==> src/design/ttc_ram.sv <==
// Generic single-port synchronous RAM with registered read.
// No dependencies.
module ttc_ram #(
  parameter int WIDTH = 8,
  parameter int DEPTH = 16
) (
  input  logic                     clk,
  input  logic                     we,
  input  logic [$clog2(DEPTH)-1:0] addr,
  input  logic [WIDTH-1:0]         wdata,
  output logic [WIDTH-1:0]         rdata
);
  logic [WIDTH-1:0] mem [DEPTH];

  always_ff @(posedge clk) begin
    if (we) begin
      mem[addr] <= wdata;
    end
    rdata <= mem[addr];
  end
endmodule

==> config.mk <==
export PLATFORM = sky130hd
export DESIGN_NAME = ttc_ram
export DESIGN_NICKNAME = d
export VERILOG_FILES = /design/src/design/ttc_ram.sv
export SDC_FILE = /design/constraint.sdc
export NUM_CORES = 1
export LEC_CHECK = 0
export BUFFER_PORTS_ARGS = -buffer_cell sky130_fd_sc_hd__buf_2
export CAP_MARGIN = 20
export CORE_ASPECT_RATIO = 0.5
export CORE_UTILIZATION = 35
export DETAILED_ROUTE_END_ITERATION = 16
export SYNTH_ARGS = -nofsm -noshare
export SYNTH_HDL_FRONTEND = slang
export SYNTH_SLANG_ARGS = --single-unit
==> constraint.sdc <==
create_clock -name clk -period 1.7 [get_ports clk]
set_input_delay 0.255 -clock clk [delete_from_list [all_inputs] [get_ports clk]]
set_output_delay 0.255 -clock clk [all_outputs]
set_load 0.01 [all_outputs]
# Yosys cells after proc, flatten, opt, wreduce, memory -nomap -nowiden
# Memories as Yosys holds them, arrays and structs flattened. A register that Yosys moved wholly into a read port is not among the register bits.
# Index checks and enable logic that the tools add are counted.
# word_totals
register_bits	0
mem_bits_rw	128
wordCells	3
memories	1
# memory_table
memory	words	width	rd	rd_clocked_by_memory_dff	wr	line	text
mem	16	8	1	1	1	13	logic [WIDTH-1:0] mem [DEPTH];
# classes
n_mux	2
# op_table
op	count
$mux W1	2

# Depth between registers and ports, before layout
# Gate-level depths: netlist (run 1).
# depth
word_depth	2
ltp_mapped	5
ltp_nobuf	3

# Worst setup path before layout (run 1)
# No wires, ideal clock.
# synth_timing
kind	input to register
start	input addr[2]
end	memory mem[0][0], enable pin
t_arrival_ps	1365
required_time_ps	1317
setup_slack_ps	-48
stages	2
cell_sequence	or3b_2 -> nor3_1
# synth_lines
element	line	text
from (decl)	9	input logic [$clog2(DEPTH)-1:0] addr,
to (decl)	13	
# No word-level cell before the write port.

==> results.yml, run 1 <==
synthesis:
  syn_inst: 230
  syn_area_per_cell_um2: 22.0
  yosysWarningCount: 0
  yosysSeqAreaShare_pct: 79.0
  synth_nets: 244
  ys_types: 18
  netlist_area_mm2: 0.00507
  ys_ff_latch: 136
critical_path:
  crit_chain: "mux4_2 -> a22oi_1 -> nand2_1"
  worstSetupEndpointType: "flip-flop"
  r2r_slack_ns: 0.25
  start_kind: "flip-flop"
  critPathArrivalTime_ns: 1.75
  ff2ff_path_depth: 3
  worstSetupPathType: "reg -> reg"
  path_max_fanout: 1
  critPathRequiredTime_ns: 1.99
  r2r_end: "rdata[7]$_DFF_P_"
  path_buf_inv: 0
  path_delay_family: "multiplexers"
  timing.rr.start: "mem[11][7]$_DFFE_PP_"
  crit_slowest_cell: "mux4_2"
  slowest_delay_ns: 0.47
clocking:
  clockBufferDepth: 2
  cts_tree: "done"
  cts.sinks: 136
  clockRootBuffer: "clkbuf_16"
  cts_buffers: 17
  cts_max_level: 4
  holdBufCountCts: 0
  cts_setup_buffers: 0
  clk_latency_ns: 0.42
  ctsResizeCount: 0
  clkTransAtPathRegs_ns: 0.05
sta:
  fin_crit_sh_pct: 85.6
  fmax_ghz: 0.687
  tightestPinTransition_ns: 0.442
  rsz0062_at_grt: "false"
  tns_ns: 0
  slew_viol_final: 0
  final-setup-viol-count: 0
  finalHoldViolCount: 0
  min_period_ns: 1.45
  finalClockSkew_ns: 0.0158
  slew_headroom_pct: 70.5
pwr:
  pwr_density_cell_mw_per_mm2: 1310
  p_total_w: 0.00824
  leakagePower_nw: 2.09
  max-vdd-ir-drop_uv: 494
min_path:
  min_path_type: "in -> reg"
  min_path_cells: 1
  holdPathEnd: "mem[1][5]$_DFFE_PP_"
  worstHoldStart: "wdata[5]"
drt:
  vias_per_cell: 4.97
  drc: 0
  wl_per_cell_um: 20.4
  drt-total-wl_mm: 10.0
  first_pass_iters: 4
  drtAntennaViolNets: 0
  num_vias: 2438
  drt_first_iter_violations: 201
cells_and_area:
  fillers: 1127
  diodes: 0
  regArea_mm2: 0.00400
  layout.nets: 300
  multi_input_comb_area_mm2: 0.00101
  area_delta_synth_final_pct: 23.9
  drive_gt1_share_pct: 37.1
die:
  dieArea_mm2: 0.0150
  num_rows: 30
  die_y_um: 87.1
  pin_count: 22
  start_util_pct: 36.6
  core_area_mm2: 0.0139
  chipWidth_um: 172
outcome:
  status: "finished, final reports clean"
global_routing:
  grt_pass1_wl_mm: 15.3
  grt_max_degree: 25
  overflow: 0
  grt_pass1_vias: 2578
  gr-usage-all-layers_pct: 15.0
  grt_antenna_before_repair: 0
placed_design:
  routabilityCongestion: 0.731
  dp_hpwl_mm: 6.46
  port_buffers: 21
flow_run:
  maxCapViolCount: 0
## per-stage QoR
step,setup slack [ns],area [µm²],cells,hold WS [ns],utilization (%)
2_1_floorplan,0.00689,5070,230,0.354,-
3_3_place_gp,-0.0283,5610,459,0.641,40.5
3_5_place_dp,-0.0479,5610,459,0.657,40.5
4_1_cts,0.251,6280,491,0.212,45.3
5_1_grt,0.209,6280,491,0.222,45.3
6_report,0.245,6280,491,0.227,45.3
## cells in the mapped netlist
cell type / number / share of area [%]
nand3_1: 1 / 0.099
nor2b_1: 2 / 0.25
nand2_1: 9 / 0.67
nor3_1: 4 / 0.40
clkbuf_2: 1 / 0.099
edfxtp_1: 128 / 76
or3b_2: 1 / 0.17
mux4_2: 32 / 14
buf_1: 4 / 0.30
buf_6: 2 / 0.44
dfxtp_1: 8 / 3.2
and2_1: 1 / 0.12
nor2_1: 13 / 0.96
nand2b_1: 2 / 0.25
buf_2: 2 / 0.20
a22oi_1: 16 / 2.4
clkbuf_1: 2 / 0.15
nand3b_1: 2 / 0.30
## state kept, by name, summed over array words and instances, names as in the netlist
name,cells
rdata,8
mem,128
## area by class of cell
| class | count | area share, % |
|---|---|---|
| well taps | 192 | 3.83 |
| multi-input cells | 83 | 16.1 |
| repair buffers | 48 | 5.70 |
| clock buffers | 19 | 7.06 |
| flip-flops and latches | 136 | 63.8 |
| clock inverters | 13 | 3.57 |
## where the power goes
part           internal (W)  switching, W
Sequential          0.00375     0.0000219
Clock               0.00278       0.00131
Combinational      0.000168      0.000216
Total               0.00670       0.00155
## cells in the final DEF, fill, tap and decap left out
master	count
clkbuf_16	17
clkbuf_8	1
a22oi_1	16
inv_6	1
nor2b_1	2
or3b_2	1
nand3_1	1
edfxtp_1	128
and2_1	1
clkinv_2	1
nor3_1	3
bufinv_16	6
clkinvlp_4	3
nor2_1	13
nor3_2	1
nand2b_1	2
clkbuf_1	1
buf_2	21
buf_4	23
dfxtp_1	8
nand2_1	9
nand3b_1	2
mux4_2	32
clkinv_1	2
buf_12	4
## how the worst max path moves through the flow
| stage | startpoint | to | slack, ns | depth (start not counted) |
|---|---|---|---|---|
| 3_5_place_dp | addr[0] | rdata[7]$_DFF_P_ | -0.05 | 5 |
| 3_3_place_gp | addr[0] | rdata[7]$_DFF_P_ | -0.03 | 5 |
| 5_1_grt | mem[11][7]$_DFFE_PP_ | rdata[7]$_DFF_P_ | 0.21 | 3 |
| 6_report | mem[11][7]$_DFFE_PP_ | rdata[7]$_DFF_P_ | 0.25 | 3 |
| 4_1_cts | mem[11][7]$_DFFE_PP_ | rdata[7]$_DFF_P_ | 0.25 | 3 |
| 2_1_floorplan | addr[1] | mem[12][0]$_DFFE_PP_ | 0.007 | 3 |
## metal layers
metal  part of all wire [%]  global-route usage [%]  routed length (µm)  vias up
met5                      0                       0                   0        -
met4                    1.1                    6.76                 109        0
met3                    3.5                    4.50                 348        8
met2                     50                    23.2                4960       49
met1                     46                    19.7                4590     1303
li1                       -                       -                   -     1078
## worst reg2reg max path, stage by stage (launching register included)
cell and delay, ns:
edfxtp_1 0.36, mux4_2 0.47, a22oi_1 0.41, nand2_1 0.09
## cells by family (layout without fill, tap and decap cells)
family          count (synthesis)  after routing  synth area share [%]
compound gates                 16             16                  2.37
buf+inv                        11             80                  1.19
flops                         136            136                  79.0
mux                            32             32                  14.2
simple gates                   35             35                  3.21
Note: power is estimated with default switching activity, not from simulation.
==> inputs of run 2 (changes only) <==
Settings changed: CTS_CLUSTER_SIZE set to 8, SETUP_SLACK_MARGIN set to 0.4.
==> results.yml, run 2 (same netlist as run 1, synthesis figures left out) <==
drt:
  drc: 0
  wl_per_cell_um: 21.7
  vias_per_cell: 5.02
  drtAntennaViolNets: 0
  drt-total-wl_mm: 10.4
  drt_first_iter_violations: 178
  num_vias: 2410
  first_pass_iters: 4
sta:
  tns_ns: 0
  finalClockSkew_ns: 0.00542
  min_period_ns: 1.35
  finalHoldViolCount: 0
  fmax_ghz: 0.743
  whs_ns: 0.235
  final-setup-viol-count: 0
  fin_crit_sh_pct: 79.2
  tightestPinTransition_ns: 0.937
  rsz0062_at_grt: "true"
  slew_viol_final: 0
  slew_headroom_pct: 37.4
die:
  die_y_um: 87.1
  dieArea_mm2: 0.0150
  chipWidth_um: 172
  pin_count: 22
  start_util_pct: 36.6
  num_rows: 30
  core_area_mm2: 0.0139
cells_and_area:
  largest_registers: "mem x128, rdata x8"
  layout.nets: 289
  drive_gt1_share_pct: 44.4
  area_delta_synth_final_pct: 24.6
  layout_common_cells: "edfxtp_1, mux4_2, buf_2"
  top_register: "mem"
  diodes: 0
  fin_area_mm2: 0.00632
  largest_reg_flops: 128
  final_common_cell: "edfxtp_1"
critical_path:
  path_max_fanout: 1
  critPathArrivalTime_ns: 1.63
  start_kind: "flip-flop"
  worstSetupEndpointType: "flip-flop"
  critPathRequiredTime_ns: 1.98
  worstSetupPathType: "reg -> reg"
clocking:
  cts_setup_buffers: 0
  clockRootBuffer: "clkbuf_16"
  cts_tree: "done"
  cts_buffers: 17
  clockBufferDepth: 2
  clk_latency_ns: 0.41
  cts_max_level: 4
  clkTransAtPathRegs_ns: 0.06
  cts.sinks: 136
pwr:
  pwr_density_cell_mw_per_mm2: 1230
  max-vdd-ir-drop_uv: 776
  leakagePower_nw: 2.03
  p_total_w: 0.00776
global_routing:
  grt_antenna_before_repair: 0
  overflow: 0
  grt_max_degree: 19
  grt_pass1_vias: 2513
  gr-usage-all-layers_pct: 15.5
  grt_pass1_wl_mm: 15.7
min_path:
  min_path_type: "in -> reg"
placed_design:
  post_dp_cell_area_mm2: 0.00570
  routabilityCongestion: 0.712
  port_buffers: 21
  dp_hpwl_mm: 6.56
flow_run:
  maxCapViolCount: 0
outcome:
  status: "finished, final reports clean"
[run 2: changes by cell type in the layout (fill, tap and decap cells not counted), sizes merged]
cell      change
bufinv        -4
buf          -11
clkinvlp      -1
clkbuf        -2
clkinv        +7
[run 2: worst max-delay path, stage by stage, from the launching register on]
cell and delay, ns:
edfxtp_1 0.36, mux4_2 0.49, a22oi_2 0.24, nand2_1 0.12
[run 2: layout make-up]
cell class	instances	area [µm²]
fillers	1147	7530
flip-flops and latches	136	4000
multi-input cells	83	1180
clock buffers	17	425
repair buffers	37	313
well taps	192	240
clock inverters	15	155
[run 2: final timing paths]
path                        start              endpoint  slack (ns)  cells after the start
max           mem[3][2]$_DFFE_PP_      rdata[2]$_DFF_P_        0.35                      3
min                      wdata[5]  mem[15][5]$_DFFE_PP_        0.23                      1
max reg2reg   mem[3][2]$_DFFE_PP_      rdata[2]$_DFF_P_        0.35                      3
min reg2reg  mem[15][3]$_DFFE_PP_      rdata[3]$_DFF_P_        0.68                      3
[run 2: routing by layer]
layer  vias to the layer above  track usage (%)  share of wire [%]
li1                       1062                -                  -
met1                      1289             20.4                 46
met2                        54             24.8                 49
met3                         5             4.54                4.1
met4                         0             5.07               0.58
met5                         -                0                  0
[run 2: where the power goes]
group	leakage [nW]	internal [W]	switching, W
Clock	0.281	0.00216	0.00141
Sequential	1.22	0.00375	0.0000203
Combinational	0.523	0.000182	0.000243
[run 2: through the flow]
step                setup WS, ns  util, %  instances
finish                     0.354     45.6        480
global placement         -0.0273     41.1        448
detailed placement       -0.0399     41.1        448
global route               0.339     45.6        480
CTS                        0.354     45.6        480
floorplan                  0.306        -        230
[run 2: timing repair]
action / CTS / global route
pin swaps: 6 / 2
hold buffers: 0 / 0
setup endpoints to repair: 7 / 8
gates resized for setup: 7 / 1
==> inputs of run 3 (changes only) <==
Clock period 1.7 ns to 1.25 ns, I/O delays scaled along.
==> results.yml, run 3 (same netlist as run 1, synthesis figures left out) <==
placed_design:
  port_buffers: 21
  dp_hpwl_mm: 6.71
  placed_cells: 471
  routabilityCongestion: 0.726
  post_dp_cell_area_mm2: 0.00608
clocking:
  clk_latency_ns: 0.41
  cts_buffers: 17
  holdBufCountCts: 0
  clkTransAtPathRegs_ns: 0.06
  clockRootBuffer: "clkbuf_16"
  cts_max_level: 4
  cts.sinks: 136
  clockBufferDepth: 2
  cts_tree: "done"
drt:
  drtAntennaViolNets: 0
  first_pass_iters: 4
  vias_per_cell: 5.01
  drt_first_iter_violations: 173
  drc: 0
  wl_per_cell_um: 22.1
  drt-total-wl_mm: 11.4
  num_vias: 2570
critical_path:
  worstSetupEndpointType: "flip-flop"
  critPathRequiredTime_ns: 1.53
  slowest_delay_ns: 0.54
  worstSetupPathType: "reg -> reg"
  path_max_fanout: 1
  path_delay_family: "multiplexers"
  path_buf_inv: 0
  crit_chain: "mux4_2 -> a22oi_2 -> nand2_1"
  r2r_slack_ns: -0.1
  crit_slowest_cell: "mux4_2"
  start_kind: "flip-flop"
  critPathArrivalTime_ns: 1.63
die:
  dieArea_mm2: 0.0150
  core_area_mm2: 0.0139
  die_y_um: 87.1
  chipWidth_um: 172
  start_util_pct: 36.6
  pin_count: 22
  num_rows: 30
pwr:
  max-vdd-ir-drop_uv: 799
  pwr_density_cell_mw_per_mm2: 1590
  leakagePower_nw: 2.37
sta:
  finalClockSkew_ns: 0.00917
  final-setup-viol-count: 7
  fmax_ghz: 0.742
  rsz0062_at_grt: "true"
  slew_viol_final: 0
  tightestPinTransition_ns: 0.947
  min_period_ns: 1.35
  fin_crit_sh_pct: 108
  finalHoldViolCount: 0
  fin_ws_ns: -0.0970
  slew_headroom_pct: 36.8
cells_and_area:
  area_delta_synth_final_pct: 39.9
  regArea_mm2: 0.00401
  multi_input_comb_area_mm2: 0.00124
  fin_area_mm2: 0.00709
  final_common_cell: "edfxtp_1"
  layout.nets: 322
  largest_registers: "mem x128, rdata x8"
  final_cells: 513
  fillers: 1034
  utilization_pct: 51.2
  layout_common_cells: "edfxtp_1, mux4_2, buf_12"
  largest_reg_flops: 128
  drive_gt1_share_pct: 52.3
  top_register: "mem"
  diodes: 0
flow_run:
  maxCapViolCount: 0
global_routing:
  grt_pass1_vias: 2704
  overflow: 0
  grt_max_degree: 19
  gr-usage-all-layers_pct: 17.0
  grt_antenna_before_repair: 0
  grt_pass1_wl_mm: 17.1
outcome:
  violations: "setup timing"
  status: "complete, but fails checks"
min_path:
  min_path_type: "in -> reg"
## run 3: cell count changes in the layout (fill, tap and decap cells not counted), sizes merged
cell	previous run	this run
bufbuf	0	3
bufinv	2	5
clkinv	10	5
buf	37	67
inv	1	0
clkbuf	17	20
## run 3: per-layer routing
layer	vias to the layer above	global-route usage, %	share of wire [%]
met1	1357	21.8	43
met3	14	4.23	4.7
li1	1128	-	-
met4	0	6.84	1.6
met5	-	0	0
met2	71	28.1	50
## run 3: final timing paths
kind | cells after the start | to | from
worst max-delay path | 3 | rdata[4]$_DFF_P_ | mem[11][4]$_DFFE_PP_
worst max register to register | 3 | rdata[4]$_DFF_P_ | mem[11][4]$_DFFE_PP_
worst min register to register | 3 | rdata[5]$_DFF_P_ | mem[4][5]$_DFFE_PP_
worst min-delay path | 1 | mem[8][4]$_DFFE_PP_ | wdata[4]
## run 3: through the flow
stage | worst slack [ns] | total power, W | hold WS [ns] | TNS [ns]
6_report | -0.0970 | 0.0113 | 0.163 | -0.348
5_1_grt | -0.155 | 0.0116 | 0.149 | -0.826
4_1_cts | -0.0717 | 0.0113 | 0.151 | -0.270
3_5_place_dp | -0.402 | 0.00586 | 0.588 | -29.42
3_3_place_gp | -0.408 | 0.00584 | 0.563 | -28.81
2_1_floorplan | -0.0712 | 0.00556 | 0.286 | -0.569
## run 3: repair_timing
item	in CTS	in global routing
pin swaps	15	3
buffers inserted	3	3
gates cloned	4	0
gates resized for setup	35	10
setup endpoints to repair	144	120
## run 3: power breakdown
group          switching, W  total (W)  internal [W]
logic              0.000374   0.000782      0.000409
registers         0.0000401    0.00515       0.00511
clock network       0.00180    0.00533       0.00354
total               0.00221     0.0113       0.00905
## run 3: worst reg2reg max path: cells and delay by family, from the launching register on
family	cells	cell delay, ns
flops	1	0.41
compound gates	1	0.18
mux	1	0.54
simple gates	1	0.09
## run 3: final cells by class
cell class | instances | area share [%]
clock inverters | 12 | 2.82
repair buffers | 70 | 13.6
well taps | 192 | 3.39
multi-input cells | 83 | 17.5
clock buffers | 20 | 6.16
flip-flops and latches | 136 | 56.6
