===== src/design/ttc_div.sv =====
// Iterative restoring divider for the three tangent components, shared.
// Quotient of a 46-bit dividend by a 31-bit divisor, one bit per cycle.
module ttc_div (
  input  logic        clk,
  input  logic        rst_n,
  input  logic        start,
  input  logic [45:0] dividend,
  input  logic [30:0] divisor,
  output logic        done,
  output logic [45:0] quotient
);
  logic [45:0] q_r, q_nxt;
  logic [31:0] rem_r, rem_nxt;
  logic [30:0] d_r, d_nxt;
  logic [5:0]  cnt_r, cnt_nxt;
  logic        busy_r, busy_nxt;
  logic        done_r, done_nxt;
  logic [31:0] part;

  always_comb begin
    q_nxt    = q_r;
    rem_nxt  = rem_r;
    d_nxt    = d_r;
    cnt_nxt  = cnt_r;
    busy_nxt = busy_r;
    // flag the cycle after the last step, when the quotient is complete
    done_nxt = busy_r && (cnt_r == 6'd45);
    part     = {rem_r[30:0], q_r[45]};
    if (start) begin
      q_nxt    = dividend;
      rem_nxt  = '0;
      d_nxt    = divisor;
      cnt_nxt  = '0;
      busy_nxt = 1'b1;
    end else if (busy_r) begin
      if (part >= {1'b0, d_r}) begin
        rem_nxt = part - {1'b0, d_r};
        q_nxt   = {q_r[44:0], 1'b1};
      end else begin
        rem_nxt = part;
        q_nxt   = {q_r[44:0], 1'b0};
      end
      cnt_nxt = cnt_r + 6'd1;
      if (cnt_r == 6'd45) begin
        busy_nxt = 1'b0;
      end
    end
  end

  always_ff @(posedge clk) begin
    if (!rst_n) begin
      busy_r <= 1'b0;
      cnt_r  <= '0;
      done_r <= 1'b0;
    end else begin
      busy_r <= busy_nxt;
      cnt_r  <= cnt_nxt;
      done_r <= done_nxt;
    end
    q_r   <= q_nxt;
    rem_r <= rem_nxt;
    d_r   <= d_nxt;
  end

  assign quotient = q_r;
  assign done     = done_r;
endmodule


===== config.mk =====
export PLATFORM = sky130hd
export DESIGN_NAME = ttc_div
export DESIGN_NICKNAME = d
export VERILOG_FILES = /design/src/design/ttc_div.sv
export SDC_FILE = /design/constraint.sdc
export NUM_CORES = 1
export LEC_CHECK = 0
export ABC_AREA = 1
export CAP_MARGIN = 20
export CORE_ASPECT_RATIO = 0.8
export CORE_UTILIZATION = 50
export CTS_CLUSTER_SIZE = 14
export DETAILED_ROUTE_END_ITERATION = 10
export DONT_BUFFER_PORTS = 1
export HOLD_SLACK_MARGIN = 0.12
export PLACE_DENSITY = 0.67
export SLEW_MARGIN = 20
export SYNTH_ARGS = -nofsm -noshare
export SYNTH_HDL_FRONTEND = slang
export SYNTH_SLANG_ARGS = --single-unit

===== constraint.sdc =====
create_clock -name clk -period 5.2 [get_ports clk]
set_input_delay 1.04 -clock clk [delete_from_list [all_inputs] [get_ports clk]]
set_output_delay 1.04 -clock clk [all_outputs]
set_load 0.01 [all_outputs]

; ---- Word-level counts from Yosys, hierarchy flattened
; Index checks and enable logic that the tools add are counted.
[op_classes]
n_addsub = 2
magnitude_cmp = 1
n_reduce_logical = 3
mux = 7
eq_ne = 1
bitwise = 1
[ops]
columns = op, count
row1 = two-way mux 46 bit, 2
row2 = >= comparator 32 x 31 -> 1 bit, 1
row3 = two-way mux 31 bit, 1
row4 = subtractor 31 bit, 1
row5 = adder 6 x 1 -> 6 bit (second input constant), 1
row6 = == test 6 bit (second input constant), 1
row7 = two-way mux 1 bit, 4
row8 = nonzero test 2 bit, 1
row9 = OR reduction 2 bit, 1
row10 = logical AND 1 bit, 1
row11 = NOT 1 bit, 1
[totals]
reg_bits = 116
in_bits = 80

; ---- Logic depth before layout (Yosys ltp)
; Gate-level depths: netlist (run 1).
[logic_depth]
word_depth = 4
ltp_mapped = 17

; ---- Worst setup path after synthesis (run 1)
; OpenSTA, ideal clock, no wires.
[synth_timing]
path_kind = in2reg
startpoint = input start
endpoint = register q_r[0], in the netlist quotient[0], enable pin
slack_ps = 2119
arrival_time_ps = 2652
n_path_buf = 1
stages = 3
required_ps = 4771
setup_ps = 429
cell_sequence = nor2_1 inv_1 clkbuf_1
[synth_between]
elab_chain_len = 1
[synth_rtl]
columns = item, line
row1 = start: declaration, 6  ; input logic start,
row2 = nonzero test 2 bit (no line), -
row3 = end signal: assignment, 60  ; q_r <= q_nxt;
row4 = end: declaration, 12  ; logic [45:0] q_r, q_nxt;
; Every way passes these cells.
; A chain may end at the register's enable or synchronous reset.

; ---- Worst setup path in the final report (run 1)
[layout_timing]
startpoint = register d_r[18]
endpoint = register rem_r[19]
[layout_between]
elab_chain_len = 2
[layout_rtl]
columns = item, line
row1 = start: declaration, 14  ; logic [30:0] d_r, d_nxt;
row2 = start signal: assignment, 62  ; d_r <= d_nxt;
row3 = subtractor 31 bit / >= comparator 32 x 31 -> 1 bit (equally long branches), "37, 36"
row4 = two-way mux 31 bit (*), 36  ; if (part >= {1'b0, d_r}) begin
row5 = end signal: assignment, 61  ; rem_r <= rem_nxt;
row6 = end: declaration, 13  ; logic [31:0] rem_r, rem_nxt;
; Mark *: on every way between the ends. The rest lies on a longest branch, timed or not.

==> key figures, run 1 <==
Clocking
  • Inserted Clock Buffers: 17
  • Post-CTS Hold Buffers: 0
  • CTS Buffer Depth: 2
  • Reg clk slew, reported paths: 0.06 ns
  • Root buf cell: clkbuf_16
  • CTS tree: done
  • Skew-Pair Late Insertion Delay: 0.42 ns
  • H-tree levels: 4
  • # clock sinks: approximately 120
  • Post CTS Setup Buffer Count: 0
  • Post-CTS sizing: 0

Synth
  • Syn avg cell area: 7.078 um2
  • Largest area contributor in the netlist: edfxtp_1
  • Post-synthesis compound-gate area fraction: 2.623%
  • Seq/Total Area, Yosys: 42.10%
  • Mapped Cells: between 1,000 and 1,500
  • Asr flop ratio synth: 0%
  • Number of enable flip-flop cells after synthesis: 77
  • Synthesized flop and latch total: 116
  • Synth top area cells: edfxtp_1 31%, nand2_1 23%, dfxtp_1 11%, inv_1 9.2%, ha_1 5.6%
  • Post-Synth XOR/XNOR Area: 1.788%
  • Adder-Cell Fraction of Synth Area: 5.892%
  • Main combinational cell family by area after synthesis: simple AND/OR/NAND/NOR gates
  • Post-Syn Area: approximately 0.0073 mm2
  • Yosys top cell area share: 31.47%
  • Ys flop type: edfxtp_1
  • Mux contribution to synthesized area: 0%
  • Syn_nets: 1,152
  • Synth warn: 0
  • Simple-Gate Fraction of Synth Area: 36.17%
  • Synth unique cells: 37

Worst setup path
  • Crit. End Element: flop
  • CP max stage delay: 0.70 ns
  • Critical path cell sequence: inv_1 > ha_1 > nand2_1 > inv_1 > nand2_1 > nand2_1 > a21oi_2 > nor2_1 > nor2_4 > nand2_4 > nand2_1 > nand3_1 > nand2_1
  • Slowest cell on the critical path: nor2_4
  • Critical Setup Path Class: flop to flop
  • Worst path required time: 5.56 ns
  • Crit path max fanout: 33
  • Crit path arrival time: 3.22 ns
  • Worst path most repeated cell: nand2_1
  • Worst setup SP type: flop

Finish
  • Final-stage net count: 1,149
  • FILL cells: 1,388
  • Most common cell after layout, fill and taps aside: nand2_1
  • Commonest cells after routing, fill and taps aside: 449 x nand2_1, 179 x inv_1, 77 x edfxtp_1
  • # diodes: 0
  • Area delta synth->final: 9.758%
  • Design Area, Final: 0.008064 mm2
  • Fraction of layout instances using a drive strength above 1: 5.916%
  • Util after Layout: between 50% and 60%

Power
  • Static Leak: 4.222 nW
  • Pwr dens: 308.4 mW/mm2
  • VDD IR max: roughly 290 uV

STA
  • Final setup fails: 0
  • Final hold violation count: 0
  • Clock skew: roughly 0.011 ns
  • Fin. max-slew vios: 0
  • Setup tns final: 0 ns
  • Tcrit/Tclk final: a little under three fifths
  • Final min period: 2.867 ns
  • Slew headroom: 38.71%
  • Worst Tran Pin Value: 0.9172 ns
  • Worst Slack Setup Final: 2.333 ns
  • RSZ-0062 raised after global routing: false
  • Fmax: 348.8 MHz

Floorplanning
  • # rows: 39
  • Initial Utilization: around 51%
  • Core Region: 0.01430 mm2
  • Die Wd: 137.5 um
  • Die Y: 110.4 um
  • Die area: 0.01519 mm2
  • Top-level I/O count: 127

Route
  • Detailed Routing Iterations Pass 1: 5
  • Drt initial violations: 453
  • Via count: around 6,100
  • DRC violations left: 0
  • DR WL/cell: around 14 um
  • Post-route ant nets: 0
  • Vias per cell: 4.981
  • Post-Route WL: 16,910 um

Global route
  • GR Util All Layers: between 20% and 30%
  • Grt total ovfl: 0
  • First-pass GRT wire length: around 28,000 um
  • Vias in the first global route: around 5,700
  • Largest net degree at the start of global routing: 81
  • Initial antenna violation count: 0

Placed design
  • Cell Area, Placed: 0.007461 mm2
  • IO Port Bufs: 0
  • Post-place setup slack: 2.357 ns
  • GP Congestion: ~0.94
  • Dpl hpwl: 12,280 um

Status
  • Status: finished clean

Min path
  • HP Class: flop to flop

Flow run
  • Max_cap viols: 0
==> worst paths after layout <==
path | start | to | slack [ns] | cells after the start
hold reg to reg | rem_r[21] | rem_r[21] | 0.47 | 2
setup / recovery | d_r[18] | rem_r[19] | 2.33 | 13
setup reg to reg | d_r[18] | rem_r[19] | 2.33 | 13
hold / removal | rem_r[21] | rem_r[21] | 0.47 | 2
==> per-stage QoR <==
stage	power [mW]	cells	hold WS (ns)
detailed placement	1.317	1200	0.4606
global placement	1.316	1200	0.4589
floorplan	1.269	1038	0.4405
CTS	2.512	1232	0.4698
global route	2.584	1232	0.4828
finish	2.487	1232	0.4718
==> cell usage after synthesis, types with 3 or more instances <==
| master | instances |
|---|---|
| a21oi_1 | 14 |
| and2_1 | 4 |
| buf_1 | 3 |
| buf_2 | 8 |
| buf_6 | 4 |
| clkbuf_1 | 10 |
| dfxtp_1 | 39 |
| edfxtp_1 | 77 |
| ha_1 | 33 |
| inv_1 | 180 |
| inv_2 | 3 |
| nand2_1 | 449 |
| nand2_2 | 6 |
| nand3_1 | 69 |
| nand3_2 | 7 |
| nand3b_1 | 16 |
| nand4_1 | 9 |
| nor2_1 | 49 |
| nor2_2 | 3 |
| nor3_1 | 7 |
| nor3b_1 | 3 |
| o21ai_0 | 4 |
| o21ai_1 | 10 |
| xnor2_1 | 13 |
==> final cells by class <==
type | count | area (um2) | share of cell area, %
inverters | 184 | 690.7 | 8.565
multi-input cells | 712 | 3417 | 42.37
well taps | 184 | 230.2 | 2.855
repair buffers | 4 | 30.03 | 0.3724
flip-flops and latches | 116 | 3093 | 38.36
clock buffers | 20 | 457.9 | 5.679
clock inverters | 12 | 145.1 | 1.800
==> report_power, final <==
group / internal [mW] / switching [mW]
sequential: 1.06 / 0.0515
clock: 0.742 / 0.445
combinational: 0.0618 / 0.129
total: 1.86 / 0.626
==> layer usage <==
metal	GRT usage, %	wire length, um	vias up	part of all wire, %
met5	0	0	-	0
met4	6.154	131	0	0.77
met3	7.117	1377	10	8.1
met2	35.21	7272	185	43
met1	33.83	8123	2736	48
li1	-	-	3205	-
==> registers in the layout, summed over array words and instances, names as in the netlist <==
register,count
busy_r,1
cnt_r,6
d_r,31
done,1
quotient,46
rem_r,31
==> critical path: cells and delay by family, from the launching register on <==
kind	cells	cell delay (ns)
AO/OA/AOI/OAI	1	0.18
adder cells (fa/ha/maj)	1	0.34
buffers and inverters	2	0.09
flip-flops	1	0.32
AND/OR/NAND/NOR	9	1.84
==> kinds of logic (layout without fill, tap and decap cells) <==
group | after synthesis | in the layout
buf+inv | 210 | 220
fa+ha+maj | 34 | 34
xor+xnor | 15 | 15
compound gates | 35 | 35
flops | 116 | 116
simple gates | 628 | 628
No activity file was read; power rests on OpenSTA's default activity.
==> inputs of run 2 (changes only) <==
--- a/config.mk
+++ b/config.mk
@@ -13,7 +13,7 @@
 export DETAILED_ROUTE_END_ITERATION = 10
 export DONT_BUFFER_PORTS = 1
 export HOLD_SLACK_MARGIN = 0.12
-export PLACE_DENSITY = 0.67
+export PLACE_DENSITY = 0.7
 export SLEW_MARGIN = 20
 export SYNTH_ARGS = -nofsm -noshare
 export SYNTH_HDL_FRONTEND = slang
==> constraint.sdc (replaced) <==
create_clock -name clk -period 2.55 [get_ports clk]
set_input_delay 0.51 -clock clk [delete_from_list [all_inputs] [get_ports clk]]
set_output_delay 0.51 -clock clk [all_outputs]
set_load 0.01 [all_outputs]
==> run 2 against run 1 <==
Die area did not move. Cell area rose by 0.82%. Register-to-register slack got worse by 2.1 ns. Combinational power rose by 100%. Worst setup slack got worse by 2.1 ns. Core utilization rose by 0.46 points. Critical path depth rose by 4. Via count rose by 0.16%. First-iteration DRC count fell by 10%. Sequential share of layout area fell by 0.31 points. Fmax rose by 23%. Clock skew rose by 0.0051 ns. Critical path type unchanged. Critical endpoint is now rem_r[27]. Largest cell class unchanged.
==> key figures, run 2 (same netlist as run 1, synthesis figures left out) <==
Worst setup path
  • Crit path max fanout: 32 (was 33)
  • Worst setup SP type: flop (unchanged)
  • Crit path arrival time: 2.68 ns (was 3.22 ns)
  • Worst reg2reg path depth: 17 (was 13)
  • Crit. End Element: flop (unchanged)
  • Critical Setup Path Class: flop to flop (unchanged)
  • Worst path required time: 2.90 ns (was 5.56 ns)

Placed design
  • Placed cells: 1,206 (was 1,200)
  • GP Congestion: 0.9803 (was 0.9388)
  • Cell Area, Placed: 0.007531 mm2 (was 0.007461 mm2)
  • Dpl hpwl: 12,150 um (was 12,280 um)
  • IO Port Bufs: 0 (unchanged)

Floorplanning
  • Top-level I/O count: 127 (unchanged)
  • Die Y: 110.4 um (unchanged)
  • Initial Utilization: 51.39% (unchanged)
  • Die area: 0.01519 mm2 (unchanged)
  • # rows: 39 (unchanged)
  • Core Region: 0.01430 mm2 (unchanged)
  • Die Wd: 137.5 um (unchanged)

Clocking
  • Inserted Clock Buffers: 17 (unchanged)
  • CTS Buffer Depth: 2 (unchanged)
  • Post-CTS sizing: 0 (unchanged)
  • CTS tree: done (unchanged)
  • # clock sinks: 116 (unchanged)
  • Reg clk slew, reported paths: 0.06 ns (about the same)
  • Root buf cell: clkbuf_16 (unchanged)
  • Post-CTS Hold Buffers: 0 (unchanged)
  • Post CTS Setup Buffer Count: 0 (unchanged)
  • Skew-Pair Late Insertion Delay: 0.42 ns (about the same)
  • H-tree levels: 4 (unchanged)

Global route
  • GR Util All Layers: 23.15% (was 23.87%)
  • Grt total ovfl: 0 (unchanged)
  • Initial antenna violation count: 0 (unchanged)
  • Vias in the first global route: 5,755 (was 5,718)
  • First-pass GRT wire length: 27,200 um (was 27,900 um)
  • Largest net degree at the start of global routing: 81 (unchanged)

Status
  • Status: finished clean (unchanged)

Power
  • Combinational Power Share: 7.7% (about the same)
  • Clock power share: 47.6% (was 47.7%)
  • Pwr dens: 623.0 mW/mm2 (was 308.4 mW/mm2)
  • Tot Pwr: 5.065 mW (was 2.487 mW)
  • Sw Ratio: 24.10% (was 25.17%)
  • Static Leak: 4.256 nW (was 4.222 nW)
  • Sw power: 1.221 mW (was 625.9 uW)
  • Internal power: 3.845 mW (was 1.861 mW)
  • VDD IR max: 455.6 uV (was 287.9 uV)
  • Sequential fraction of design power: 44.7% (was 44.6%)

Finish
  • Most common cell after layout, fill and taps aside: nand2_1 (unchanged)
  • Max reg flops: 46 (unchanged)
  • FILL cells: 1,382 (was 1,388)
  • # diodes: 0 (unchanged)
  • Fraction of layout instances using a drive strength above 1: 6.357% (was 5.916%)
  • Final-stage net count: 1,155 (was 1,149)
  • Final Non-Filler Cells: 1,238 (was 1,232)
  • Commonest cells after routing, fill and taps aside: 449 x nand2_1, 179 x inv_1, 77 x edfxtp_1 (unchanged)
  • Area delta synth->final: 10.66% (was 9.758%)
  • Design Area, Final: 0.008130 mm2 (was 0.008064 mm2)

STA
  • Slew headroom: 70.39% (was 38.71%)
  • Worst Tran Pin Value: 0.4442 ns (was 0.9172 ns)
  • Final min period: 2.335 ns (was 2.867 ns)
  • RSZ-0062 raised after global routing: true (was false)
  • Clock skew: 0.01631 ns (was 0.01126 ns)
  • Tcrit/Tclk final: 91.56% (was 55.13%)
  • Final setup fails: 0 (unchanged)
  • Final hold violation count: 0 (unchanged)
  • Setup tns final: 0 ns (unchanged)
  • Fin. max-slew vios: 0 (unchanged)
  • Fmax: 428.3 MHz (was 348.8 MHz)

Route
  • DR WL/cell: 13.32 um (was 13.72 um)
  • Via count: 6,146 (was 6,136)
  • Post-Route WL: 16,480 um (was 16,910 um)
  • Detailed Routing Iterations Pass 1: 5 (unchanged)
  • Post-route ant nets: 0 (unchanged)
  • DRC violations left: 0 (unchanged)
  • Vias per cell: 4.964 (was 4.981)
  • Drt initial violations: 407 (was 453)

Min path
  • HP Class: input port to flop (was flop to flop)
  • Hold Path Stages: 0 (was 2)

Flow run
  • Max_cap viols: 0 (unchanged)
[run 2: worst max-delay path, cell delays in order (launching register included)]
cell and delay [ns]:
edfxtp_1 0.34, inv_1 0.06, ha_1 0.22, fa_1 0.42
inv_1 0.12, nand2_1 0.05, nand2_1 0.07, nand3_1 0.08
nand2_2 0.13, nand2_2 0.07, nand3_2 0.08, nand2_4 0.06
buf_4 0.25, nand3_1 0.11, nand2_1 0.05, inv_1 0.06
nand2_1 0.05, nand2_1 0.05
[run 2: final timing paths]
path | start | to | slack (ns)
worst max-delay path | quotient[45] | rem_r[27] | 0.22
worst min-delay path | divisor[19] | d_r[19] | 0.18
worst max register to register | quotient[45] | rem_r[27] | 0.22
worst min register to register | rem_r[22] | rem_r[22] | 0.47
[run 2: metrics by stage]
| stage | setup slack (ns) | util, % | hold WS, ns |
|---|---|---|---|
| 2_1_floorplan | 0.4208 | - | 0.4405 |
| 3_3_place_gp | 0.2957 | 52.67 | 0.4581 |
| 3_5_place_dp | 0.2552 | 52.67 | 0.4578 |
| 4_1_cts | 0.2150 | 56.87 | 0.1617 |
| 5_1_grt | -0.007197 | 56.87 | 0.1617 |
| 6_report | 0.2153 | 56.87 | 0.1825 |
[run 2: per-layer routing]
layer,track usage (%),part of all wire [%],wire [um],vias to the layer above
met5,0,0,0,-
met4,7.179,1.2,192,0
met3,7.346,7.3,1204,15
met2,34.30,43,7104,169
met1,31.90,48,7983,2747
li1,-,-,-,3215
[run 2: area by class of cell]
cell class | instances | area, um2 | area share, %
inverter | 184 | 690.7 | 8.495
multi-input combinational | 712 | 3417 | 42.03
tap | 184 | 230.2 | 2.832
clock buffer | 19 | 442.9 | 5.448
timing repair buffer | 10 | 100.1 | 1.231
sequential | 116 | 3093 | 38.04
clock inverter | 13 | 156.4 | 1.924
[run 2: power by group through the flow]
stage | clock network, mW | logic (mW) | registers, mW
after global routing | 2.54 | 0.446 | 2.28
after detailed placement | 0 | 0.391 | 2.30
after CTS | 2.46 | 0.391 | 2.26
after global placement | 0 | 0.387 | 2.30
final | 2.41 | 0.390 | 2.26
after floorplan | 0 | 0.312 | 2.27
