[config.mk]
export PLATFORM = sky130hd
export DESIGN_NAME = ttc_sqrt
export DESIGN_NICKNAME = d
export VERILOG_FILES = /design/src/design/ttc_sqrt.sv
export SDC_FILE = /design/constraint.sdc
export NUM_CORES = 1
export LEC_CHECK = 0
export BUFFER_PORTS_ARGS = -buffer_cell sky130_fd_sc_hd__buf_2
export CAP_MARGIN = 20
export CORE_MARGIN = 4
export CORE_UTILIZATION = 63
export CTS_BUF_LIST = sky130_fd_sc_hd__clkbuf_16
export CTS_CLUSTER_SIZE = 40
export DETAILED_ROUTE_END_ITERATION = 16
export PLACE_DENSITY = 0.86
export SYNTH_ARGS = -nofsm -noshare
export SYNTH_HDL_FRONTEND = slang
export SYNTH_SLANG_ARGS = --single-unit
[constraint.sdc]
create_clock -name clk -period 7.18 [get_ports clk]
set_input_delay 1.077 -clock clk [delete_from_list [all_inputs] [get_ports clk]]
set_output_delay 1.077 -clock clk [all_outputs]
set_load 0.03 [all_outputs]
[src/design/ttc_sqrt.sv]
// Iterative integer square root, one result bit per cycle (62-bit radicand).
// Depends on nothing.
module ttc_sqrt (
  input  logic        clk,
  input  logic        rst_n,
  input  logic        start,
  input  logic [61:0] radicand,
  output logic        done,
  output logic [30:0] root
);
  logic [61:0] rem_r, rem_nxt;
  logic [30:0] root_r, root_nxt;
  logic [61:0] n_r, n_nxt;
  logic [4:0]  cnt_r, cnt_nxt;
  logic        busy_r, busy_nxt;
  logic        done_r, done_nxt;
  logic [32:0] trial;
  logic [32:0] part;

  // classic restoring digit recurrence: bring two bits down each step
  always_comb begin
    rem_nxt  = rem_r;
    root_nxt = root_r;
    n_nxt    = n_r;
    cnt_nxt  = cnt_r;
    busy_nxt = busy_r;
    // flag the cycle after the last step, when the root is complete
    done_nxt = busy_r && (cnt_r == 5'd30);
    part     = {rem_r[30:0], n_r[61:60]};
    trial    = {root_r, 2'b01};
    if (start) begin
      rem_nxt  = '0;
      root_nxt = '0;
      n_nxt    = radicand;
      cnt_nxt  = '0;
      busy_nxt = 1'b1;
    end else if (busy_r) begin
      n_nxt = {n_r[59:0], 2'b00};
      if (part >= trial) begin
        rem_nxt  = {29'd0, part - trial};
        root_nxt = {root_r[29:0], 1'b1};
      end else begin
        rem_nxt  = {29'd0, part};
        root_nxt = {root_r[29:0], 1'b0};
      end
      cnt_nxt = cnt_r + 5'd1;
      if (cnt_r == 5'd30) begin
        busy_nxt = 1'b0;
      end
    end
  end

  always_ff @(posedge clk) begin
    if (!rst_n) begin
      busy_r <= 1'b0;
      cnt_r  <= '0;
      done_r <= 1'b0;
    end else begin
      busy_r <= busy_nxt;
      cnt_r  <= cnt_nxt;
      done_r <= done_nxt;
    end
    rem_r  <= rem_nxt;
    root_r <= root_nxt;
    n_r    <= n_nxt;
  end

  assign root = root_r;
  assign done = done_r;
endmodule

* Yosys cells after proc, flatten, opt, wreduce, memory -nomap -nowiden
Index checks and enable logic that the tools add are counted.
Word-level totals: output and inout port bits 32, flip-flop bits (word level) 131, logic and storage cells 21, bits of input ports 65
Operators by class: eq/ne operators 1, $add $sub $neg 2, mux-type cells 7, bitwise operators 1, reduce and logical (&&, ||, !) cells 3, order comparisons 1
Operators with widths (count):
- 2-to-1 mux 62 bit | 2
- greater-or-equal comparator 33 bit | 1
- 2-to-1 mux 31 bit | 1
- subtractor 31 bit | 1
- adder 5 x 1 -> 5 bit (second input constant) | 1
- equality test 5 bit (second input constant) | 1
- 2-to-1 mux 1 bit | 4
- nonzero test 2 bit | 1
- OR reduction 2 bit | 1
- logical AND 1 bit | 1
- NOT 1 bit | 1

* Logic depth before layout (Yosys ltp)
Gate-level depths: netlist of run 1.
depth in word-level cells 4, mapped depth 12, gate-level depth less buffers 10

* Least setup slack after synthesis of run 1
Ideal clock, no wire load.
path kind input -> register, start point input start, end point register n_r[0], enable pin, data arrival time 2.734 ns, setup slack 4.030 ns, library setup time 0.416 ns, stages on the path 3, data required time 6.764 ns, buffers on the path 1, cell sequence clkbuf_1 nor2_1 inv_1
On the way: word-level cells in the longest chain between the ends 1
Ends and longest elaborated chain:
- from (decl) | line 6 | input logic start,
- nonzero test 2 bit (no line)
- to (signal assigned) | line 65 | n_r <= n_nxt;
- to (decl) | line 13 | logic [61:0] n_r, n_nxt;
No other way between the ends. A chain may end at the register's enable or synchronous reset.

* Worst setup path in the final report of run 1
start point register root_r[6], in the netlist root[6], end point register rem_r[10]
On the way: word-level cells in the longest chain between the ends 2, elaborated cells between the ends (all ways) 3, those cells by class add/sub (1); order compare (1); mux (1)
Ends and longest elaborated chain:
- from (decl) | line 12 | logic [30:0] root_r, root_nxt;
- from (signal assigned) | line 64 | root_r <= root_nxt;
- subtractor 31 bit / greater-or-equal comparator 33 bit (equally long branches) | line 40, 39
- 2-to-1 mux 31 bit (*) | line 39 | if (part >= trial) begin
- to (signal assigned) | line 63 | rem_r <= rem_nxt;
- to (decl) | line 11 | logic [61:0] rem_r, rem_nxt;
Every way passes the cells marked *; elsewhere a longest branch is shown, timed or not.

==> results.md, run 1 <==
- Status: finished clean
- Min Clock Period, post-route: 3370 ps
- Met3 WL: 1170 um
- Die Ht: 114 um
- Pwr Density: 446 nW/um^2
- Worst reg2reg setup slack: 3810 ps
- Die Wd: 114 um
- Slew HR: 0.404
- Vias in the first global route: 5705
- FF+latch count, synth: 131
- Worst Hold End: rem_r[17]$_SDFFE_PP0P_
- Vias per Instance: 5.91
- DRT iter0 DRCs: 353
- Critical path data arrival time: 3630 ps
- Post-synthesis net count: 787
- Total CTS buffers: 17
- Hold WC Path Type: reg2reg
- Grt ovf: 0
- Final Hold Viols: 0
- Cell variety after synth: 52
- Final HPWL DP: 10900 um
- Share of layout cells above drive strength 1: 0.248
- Syn Inst Count: 687
- Commonest cells after routing, fill and taps aside: buf_2 (95), nor2_1 (88), dfxtp_1 (68), edfxtp_1 (62), mux2_2 (60)
- DP Worst Slack: 3920 ps
- # IOs: 97
- Drt total wl: 16100 um
- Utilization after layout: 0.755
- First-pass GRT wire length: 27200 um
- Met1 Routed Length: 6520 um
- Overall power: 0.00367 W
- DRT antenna net count: 0
- CTS-repair resized insts: 0
- Hold Crit Start: rem_r[17]$_SDFFE_PP0P_
- RSZ-0062 raised after global routing: no
- Register clock-pin slew on the reported worst setup and hold paths: 60 ps
- Vias after detailed routing: 5494
- Setup WS post-layout: 3810 ps
- Register area share after synthesis: 0.459
- Layout Area Growth over Synthesis: 16.4%
- Leakage: 3.37 nW
- Multi-input gate area: 3540 sq um
- Clock tree buffer depth: 2
- Clock Skew: 11.1 ps
- Warnings, synthesis: 0
- # rows: 38
- Global placer's final weighted congestion: 0.900
- CP endpoint kind: register
- Post-Syn Area: 7060 sq um
- EDFF count, synth: 62
- Worst Setup Start Kind: register
- Port Buffer Count: 96
- Met2 wire len: 8020 um
- Largest net degree at the start of global routing: 82
- Commonest non-fill, non-tap cell in the layout: buf_2
- Setup violations, final: 0
- ANT cells: 0
- Routed length per placed instance: 17.4 um
- Drt pass-1 iters: 5
- Max-cap violation count: 0
- Layout net count: 877
- Crit path max fanout: 24
- Top sig layer: met4
- Root Buffer: clkbuf_16
- Worst-Margin Slew: 894 ps
- Syn avg cell area: 10.3 sq um
- FILL cells: 736
- Period utilization: 0.470
- H-tree depth: 4
- VDD IR-drop max: 0.331 mV
- Required @ worst endpoint: 7440 ps
- Post-synth ARST share: 0
- CTS tree: built
- Core area: 10900 sq um
- Sequential cell area: 3250 sq um
- # Post-CTS Setup Buffers: 0
- CTS sink cnt: 131
- DRC Markers: 0
- Worst hold slack: 501 ps
- Reg2reg end: rem_r[10]$_SDFFE_PP0P_
- GRT Overall Usage: 0.262
- Fmax: 0.296 GHz
- Reg2reg start: root[6]$_SDFFE_PP0P_
- Kind of critical path: reg2reg
- Slew Viols, Final: 0
- Synth Flop Type: dfxtp_1
- Reg2reg path depth: 11
- Hold Buf Count CTS: 0
- Initial Utilization: 0.649
- Clk_lat worst skew: 420 ps
- Die ar.: 13000 sq um
- Final setup TNS: 0 ps
- Hold path depth: 2
- Initial antenna violation count: 0
## worst max-delay path: stages, from the launching register on
cell and delay, ps:
dfxtp_1 370, inv_1 60, ha_1 380, a21oi_1 270, o21ai_0 210, a22oi_2 330, a211oi_4 140, a21oi_4 590
buf_4 420, and3b_1 220, a21oi_1 110, a211oi_1 90
## registers in the layout (all words and copies together) (netlist names)
register	flops
busy_r	1
cnt_r	5
done	1
n_r	62
rem_r	31
root	31
## report_power, final
part	total [W]	internal [W]	leakage, nW	switching, W
combinational	0.00183	0.000759	1.89	0.00107
clock	0.000873	0.000542	0.287	0.000331
sequential	0.000965	0.000892	1.19	0.0000727
total	0.00367	0.00219	3.37	0.00147
## area by class of cell
| class | instances | share of cell area |
|---|---|---|
| clock inverter | 15 | 0.0199 |
| sequential | 131 | 0.395 |
| clock buffer | 17 | 0.0518 |
| inverter | 41 | 0.0187 |
| multi-input combinational | 486 | 0.431 |
| tap | 140 | 0.0213 |
| timing repair buffer | 100 | 0.0624 |
## metal layers
| layer | vias up | track usage |
|---|---|---|
| met2 | 217 | 0.444 |
| met4 | 0 | 0.103 |
| met3 | 48 | 0.0981 |
| met1 | 2554 | 0.299 |
| met5 | - | 0 |
| li1 | 2675 | - |
## through the flow
| step | instance area, sq um | instances |
|---|---|---|
| 2_1_floorplan | 7060 | 687 |
| 3_3_place_gp | 7630 | 898 |
| 3_5_place_dp | 7630 | 898 |
| 4_1_cts | 8220 | 930 |
| 5_1_grt | 8220 | 930 |
| 6_report | 8220 | 930 |
## cells in the mapped netlist, types with 3 or more instances
| cell type | n | area (sq um) |
|---|---|---|
| a211oi_1 | 25 | 188 |
| a21o_1 | 6 | 45.0 |
| a21oi_1 | 43 | 215 |
| a31oi_1 | 3 | 18.8 |
| a32oi_1 | 3 | 26.3 |
| and2_1 | 4 | 25.0 |
| buf_1 | 8 | 30.0 |
| buf_2 | 4 | 20.0 |
| clkbuf_1 | 15 | 56.3 |
| dfxtp_1 | 69 | 1380 |
| edfxtp_1 | 62 | 1860 |
| ha_1 | 35 | 438 |
| inv_1 | 41 | 154 |
| mux2_2 | 60 | 676 |
| mux2i_1 | 44 | 440 |
| nand2_1 | 29 | 109 |
| nand2b_1 | 9 | 56.3 |
| nand3_1 | 5 | 25.0 |
| nand4_1 | 14 | 87.6 |
| nor2_1 | 88 | 330 |
| nor2b_1 | 5 | 31.3 |
| nor3_1 | 14 | 70.1 |
| o21a_1 | 7 | 52.6 |
| o21ai_0 | 27 | 135 |
| o22ai_1 | 5 | 31.3 |
| xnor2_1 | 17 | 149 |
| xor2_1 | 11 | 96.3 |
## worst max path at each step
stage | start | to | slack (ps) | cells past startpoint
4_1_cts | root[6]$_SDFFE_PP0P_ | rem_r[10]$_SDFFE_PP0P_ | 3870 | 11
3_5_place_dp | root[6]$_SDFFE_PP0P_ | rem_r[10]$_SDFFE_PP0P_ | 3920 | 11
2_1_floorplan | start | n_r[0]$_SDFFCE_PN0P_ | 4030 | 3
5_1_grt | root[6]$_SDFFE_PP0P_ | rem_r[10]$_SDFFE_PP0P_ | 3640 | 11
3_3_place_gp | root[6]$_SDFFE_PP0P_ | rem_r[10]$_SDFFE_PP0P_ | 4050 | 11
6_report | root[6]$_SDFFE_PP0P_ | rem_r[10]$_SDFFE_PP0P_ | 3810 | 11
## logic make-up (layout without fill, tap and decap cells)
group / count (synthesis) / after routing / synth area share
AO/OA/AOI/OAI: 143 / 143 / 0.134
adder cells (fa/ha/maj): 35 / 35 / 0.0620
multiplexers: 104 / 104 / 0.158
buffers and inverters: 70 / 173 / 0.0395
XOR/XNOR: 28 / 28 / 0.0347
AND/OR/NAND/NOR: 176 / 176 / 0.112
flip-flops: 131 / 131 / 0.459
Power figures use the tool's default switching activity.
==> run 2, diff against run 1 <==
Settings changed: ABC_AREA from default to 1, CORE_UTILIZATION 63 to 53, PLACE_DENSITY 0.86 to 0.77.
Clock period 7.18 ns to 2.9 ns, I/O delays scaled along.
==> run 2 against run 1 <==
Compared with the run above: wire length up 17%; total power grew to 2.7 times the previous value; final cell count rose by 47%; sequential power up 140%; utilization is 13 points lower; first-iteration DRC count is 12% higher; sequential cell count is the same; combinational power rose to 2.9 times the previous value; synthesized cell count increased by 58%; highest routed layer unchanged; critical path depth up 3.
==> results.md, run 2 <==
- Status: finished clean
- Share of the synthesized area in the top cell type: 0.243
- Final Hold Viols: 0
- Hold Buf Count CTS: 0
- DRC Markers: 0
- Final setup TNS: 0 ps
- Vias per Instance: 5.10
- Post-Syn Area: 7670 sq um
- Clock tree buffer depth: 2
- CP most frequent cell: nand2_1
- GRT Overall Usage: 0.235
- Leakage: 4.68 nW
- Clock Skew: 12.1 ps
- Layout Area Growth over Synthesis: 15.2%
- CTS-repair resized insts: 0
- Die Ht: 128 um
- DP Worst Slack: 428 ps
- Hold Crit Start: radicand[1]
- Setup WS post-layout: 380 ps
- Reg2reg path depth: 14
- Synth area leaders: edfxtp_1 (24%), nand2_1 (24%), dfxtp_1 (18%)
- Commonest non-fill, non-tap cell in the layout: nand2_1
- Hold path depth: 3
- Drt total wl: 18800 um
- Hold WC Path Type: in2reg
- Cell variety after synth: 37
- Layout net count: 1273
- Kind of critical path: reg2reg
- Initial antenna violation count: 0
- VDD IR-drop max: 0.612 mV
- ANT cells: 0
- Post-synth ARST share: 0
- Share of layout cells above drive strength 1: 0.142
- Global placer's final weighted congestion: 0.927
- First-pass GRT wire length: 31200 um
- Area leader, netlist: edfxtp_1
- Die ar.: 16500 sq um
- Initial Utilization: 0.546
- Setup violations, final: 0
- Worst-Margin Slew: 706 ps
- Pwr Density: 1100 nW/um^2
- Max-cap violation count: 0
- Core area: 14000 sq um
- Vias in the first global route: 6641
- Commonest cells after routing, fill and taps aside: nand2_1 (496), inv_1 (131), buf_2 (96), dfxtp_1 (69), nand3_1 (66)
- Warnings, synthesis: 0
- Syn avg cell area: 7.08 sq um
- Die Wd: 128 um
- Slowest stage delay, CP: 370 ps
- Post-synthesis net count: 1183
- CP endpoint kind: register
- EDFF count, synth: 62
- Register clock-pin slew on the reported worst setup and hold paths: 60 ps
- Synth Flop Type: dfxtp_1
- Register area share after synthesis: 0.423
- Root Buffer: clkbuf_16
- Top-count cell post-synth: nand2_1
- Clk_lat worst skew: 420 ps
- Largest net degree at the start of global routing: 61
- Crit path max fanout: 32
- Drt pass-1 iters: 5
- FF+latch count, synth: 131
- Vias after detailed routing: 6971
- Slew Viols, Final: 0
- Reg2reg end: rem_r[27]$_SDFFE_PP0P_
- CTS sink cnt: 131
- # rows: 43
- Period utilization: 0.869
- Slew HR: 0.529
- Top cells by count, synth: nand2_1 (496), inv_1 (131), dfxtp_1 (69), nand3_1 (66), edfxtp_1 (62)
- Port Buffer Count: 96
- Max FFs per register: 62
- # Post-CTS Setup Buffers: 0
- CP cell instances: inv_1, ha_1, nand2_1, inv_1, a21oi_1, nand2_1, nand2_1, nand3_2, nor2_8, nand2_8, nand2_2, nand2_1, nand2_1, nand2_1
- Top reg by flops: n_r
- Worst Hold End: n_r[1]$_SDFFCE_PN0P_
- Min Clock Period, post-route: 2520 ps
- DRT iter0 DRCs: 397
- Fmax: 0.397 GHz
- Final HPWL DP: 13700 um
- Grt ovf: 0
- CP max stage cell: ha_1
- Worst reg2reg setup slack: 380 ps
- Required @ worst endpoint: 3210 ps
- CTS tree: built
- Total CTS buffers: 17
- # IOs: 97
- Worst Setup Start Kind: register
- Syn Inst Count: 1083
- H-tree depth: 4
- Reg2reg start: root[22]$_SDFFE_PP0P_
- Routed length per placed instance: 13.8 um
- Critical path data arrival time: 2830 ps
- DRT antenna net count: 0
- RSZ-0062 raised after global routing: no
run 2: changes by cell type in the layout (fill, tap and decap cells not counted), moves of 16 or more:
cell      previous run  this run
mux2_2              60         0
mux2i_1             44         0
a211oi_1            25         0
nand2_1             29       496
nor2_1              88        36
nand2_2              0        16
inv_1               41       131
nand3_1              5        66
xnor2_1             17         0
o22ai_1              5        30
run 2: final cells by class:
type                       instances  area, sq um
fill                            1293         5210
multi-input combinational        783         3750
sequential                       131         3240
timing repair buffer             105          548
inverter                         135          508
clock buffer                      17          425
tap                              180          225
clock inverter                    15          130
run 2: worst max path at each step:
stage                     startpoint                      to  slack (ps)  cells after the start
3_5_place_dp   root[22]$_SDFFE_PP0P_  rem_r[27]$_SDFFE_PP0P_         430                     14
2_1_floorplan      busy_r$_SDFF_PN0_    n_r[0]$_SDFFCE_PN0P_          10                      4
6_report       root[22]$_SDFFE_PP0P_  rem_r[27]$_SDFFE_PP0P_         380                     14
4_1_cts        root[22]$_SDFFE_PP0P_  rem_r[27]$_SDFFE_PP0P_         420                     14
5_1_grt        root[18]$_SDFFE_PP0P_  rem_r[28]$_SDFFE_PP0P_         160                     14
3_3_place_gp   root[22]$_SDFFE_PP0P_  rem_r[27]$_SDFFE_PP0P_         490                     14
run 2: power by group:
part / total [W] / leakage [nW] / internal (W) / switching [W]
sequential: 0.00231 / 1.20 / 0.00218 / 0.000127
clock: 0.00204 / 0.269 / 0.00118 / 0.000858
combinational: 0.00538 / 3.22 / 0.00175 / 0.00363
run 2: stage by stage:
stage / instance area, sq um / hold WS, ps / utilization / std cells / total power (W)
detailed placement: 8270 / 444 / 0.589 / 1334 / 0.00766
global route: 8830 / 281 / 0.629 / 1366 / 0.0106
CTS: 8830 / 254 / 0.629 / 1366 / 0.00972
finish: 8830 / 269 / 0.629 / 1366 / 0.00973
floorplan: 7670 / 422 / - / 1083 / 0.00660
global placement: 8270 / 442 / 0.589 / 1334 / 0.00761
run 2: critical path, delay by kind of cell (launching register included):
kind            cells  cell delay (ps)
simple gates       10             1390
fa+ha+maj           1              370
flops               1              330
compound gates      1              190
buf+inv             2              130
run 2: per-layer routing:
layer  vias to the layer above  GRT usage  part of all wire
li1                       3617          -                 -
met4                         0     0.0918             0.025
met1                      3114      0.309              0.46
met2                       209      0.377              0.46
met3                        31     0.0508             0.055
met5                         -          0                 0
run 2: cell families after synthesis:
kind of cell	after synthesis	synth area share
flops	131	0.423
xor+xnor	13	0.0148
fa+ha+maj	35	0.0571
buf+inv	169	0.0886
simple gates	655	0.357
compound gates	80	0.0597
==> run 3, diff against run 2 <==
Clock period 2.9 ns to 2.3 ns, I/O delays scaled along.
==> run 3 against run 2 <==
Compared with the run above: clock skew decreased by 2.4 ps; total power grew 35%; hold slack worse by 96 ps; global-route usage increased by 0.78 points; register-to-register slack worse by 250 ps; combinational power increased by 43%; count of clock-buffer cells in the layout stayed put; highest routed layer unchanged.
==> results.md, run 3 (synthesized netlist as in run 2, its figures left out) <==
- Period utilization: 0.941
- Critical path data arrival time: 2530 ps
- Final setup TNS: 0 ps
- Worst Setup Start Kind: register
- CTS tree: built
- GRT Overall Usage: 0.242
- Drt total wl: 19700 um
- Share of layout cells above drive strength 1: 0.188
- Port Buffer Count: 96
- DP Worst Slack: 5.48 ps
- Clock Skew: 9.68 ps
- Root Buffer: clkbuf_16
- Register clock-pin slew on the reported worst setup and hold paths: 60 ps
- Core area: 14000 sq um
- DRC Markers: 0
- Initial antenna violation count: 0
- Routed length per placed instance: 14.1 um
- DRT antenna net count: 0
- Final Hold Viols: 0
- Slew HR: 0.592
- Fmax: 0.462 GHz
- Largest net degree at the start of global routing: 43
- Drt pass-1 iters: 5
- Slew Viols, Final: 0
- Layout Area Growth over Synthesis: 21.3%
- Layout net count: 1296
- Sequential cell area: 3240 sq um
- DP Area: 8460 sq um
- Hold Buf Count CTS: 0
- Reg2reg path depth: 13
- FILL cells: 1239
- Finished Layout Cells: 1389
- ANT cells: 0
- H-tree depth: 4
- Vias after detailed routing: 7066
- Status: finished clean
- VDD IR-drop max: 0.744 mV
- Pwr Density: 1420 nW/um^2
- Clock tree buffer depth: 2
- Final HPWL DP: 14200 um
- Initial Utilization: 0.546
- Utilization after layout: 0.662
- Grt ovf: 0
- Die Ht: 128 um
- Max-cap violation count: 0
- Vias in the first global route: 6879
- Worst-Margin Slew: 611 ps
- Crit path max fanout: 7
- Multi-input gate area: 3990 sq um
- Leakage: 4.85 nW
- Die Wd: 128 um
- Setup WS post-layout: 135 ps
- Max FFs per register: 62
- Total CTS buffers: 17
- # rows: 43
- DRT iter0 DRCs: 471
- CTS sink cnt: 131
- First-pass GRT wire length: 32200 um
- Die ar.: 16500 sq um
- Top reg by flops: n_r
- Hold path depth: 3
- Vias per Instance: 5.09
- Commonest non-fill, non-tap cell in the layout: nand2_1
- Commonest cells after routing, fill and taps aside: nand2_1 (490), inv_1 (132), buf_2 (96), dfxtp_1 (69), nand3_1 (66)
- Setup violations, final: 0
- Min Clock Period, post-route: 2160 ps
- Layout Cell Area excl Fill: 9300 sq um
- Kind of critical path: reg2reg
- Required @ worst endpoint: 2670 ps
- Hold WC Path Type: in2reg
- Global placer's final weighted congestion: 1.00
- # IOs: 97
- Clk_lat worst skew: 430 ps
- Number of cells after detailed placement: 1352
- CP endpoint kind: register
run 3: cell count changes in the layout (fill, tap and decap cells not counted), sizes merged:
cell,before,now
clkinvlp,3,1
nand2,514,515
buf,105,127
clkinv,7,9
run 3: worst max-delay path: stages, from the launching register on:
cell and delay (ps):
dfxtp_1 320, inv_1 60, ha_1 390, nand2_1 100, nor2_1 220, nand2_1 130, nor3_2 190, nand2_4 130
buf_4 170, nand2_4 110, nand2_1 80, nand2_1 70, nand2_1 60, nand2_1 70
run 3: through the flow:
step           hold slack (ps)  total power, W
6_report                   173          0.0132
5_1_grt                    186          0.0143
4_1_cts                    166          0.0127
3_5_place_dp               440          0.0101
3_3_place_gp               438          0.0101
2_1_floorplan              422         0.00832
run 3: power breakdown:
part	total, W	leakage [nW]	internal, W	switching [W]
logic	0.00772	3.37	0.00278	0.00494
clock network	0.00253	0.281	0.00148	0.00106
registers	0.00292	1.20	0.00275	0.000177
total	0.0132	4.85	0.00701	0.00617
run 3: per-layer routing:
layer	routed length (um)	global-route usage	vias up
li1	-	-	3662
met1	8730	0.308	3166
met2	9490	0.415	219
met3	1200	0.0588	19
met4	235	0.0593	0
met5	0	0	-
run 3: what timing repair did:
item / 4_1_cts / 5_1_grt
cloned: 0 / 1
setup endpoints to repair: 2 / 32
setup buffers: 0 / 3
pin swaps: 0 / 3
resized for setup: 1 / 45
run 3: layout make-up:
cell class | instances | area share
Sequential cell | 131 | 0.349
Tap cell | 180 | 0.0242
Inverter | 135 | 0.0546
Multi-Input combinational cell | 784 | 0.429
Timing Repair Buffer | 127 | 0.0845
Clock buffer | 17 | 0.0457
Clock inverter | 15 | 0.0132
run 3: path summary, 6_finish.rpt:
| path | start | endpoint | slack, ps |
|---|---|---|---|
| worst max-delay path | root[19]$_SDFFE_PP0P_ | rem_r[17]$_SDFFE_PP0P_ | 140 |
| worst min-delay path | radicand[1] | n_r[1]$_SDFFCE_PN0P_ | 170 |
| worst max register to register | root[19]$_SDFFE_PP0P_ | rem_r[17]$_SDFFE_PP0P_ | 140 |
| worst min register to register | cnt_r[3]$_SDFFE_PP0P_ | cnt_r[3]$_SDFFE_PP0P_ | 460 |
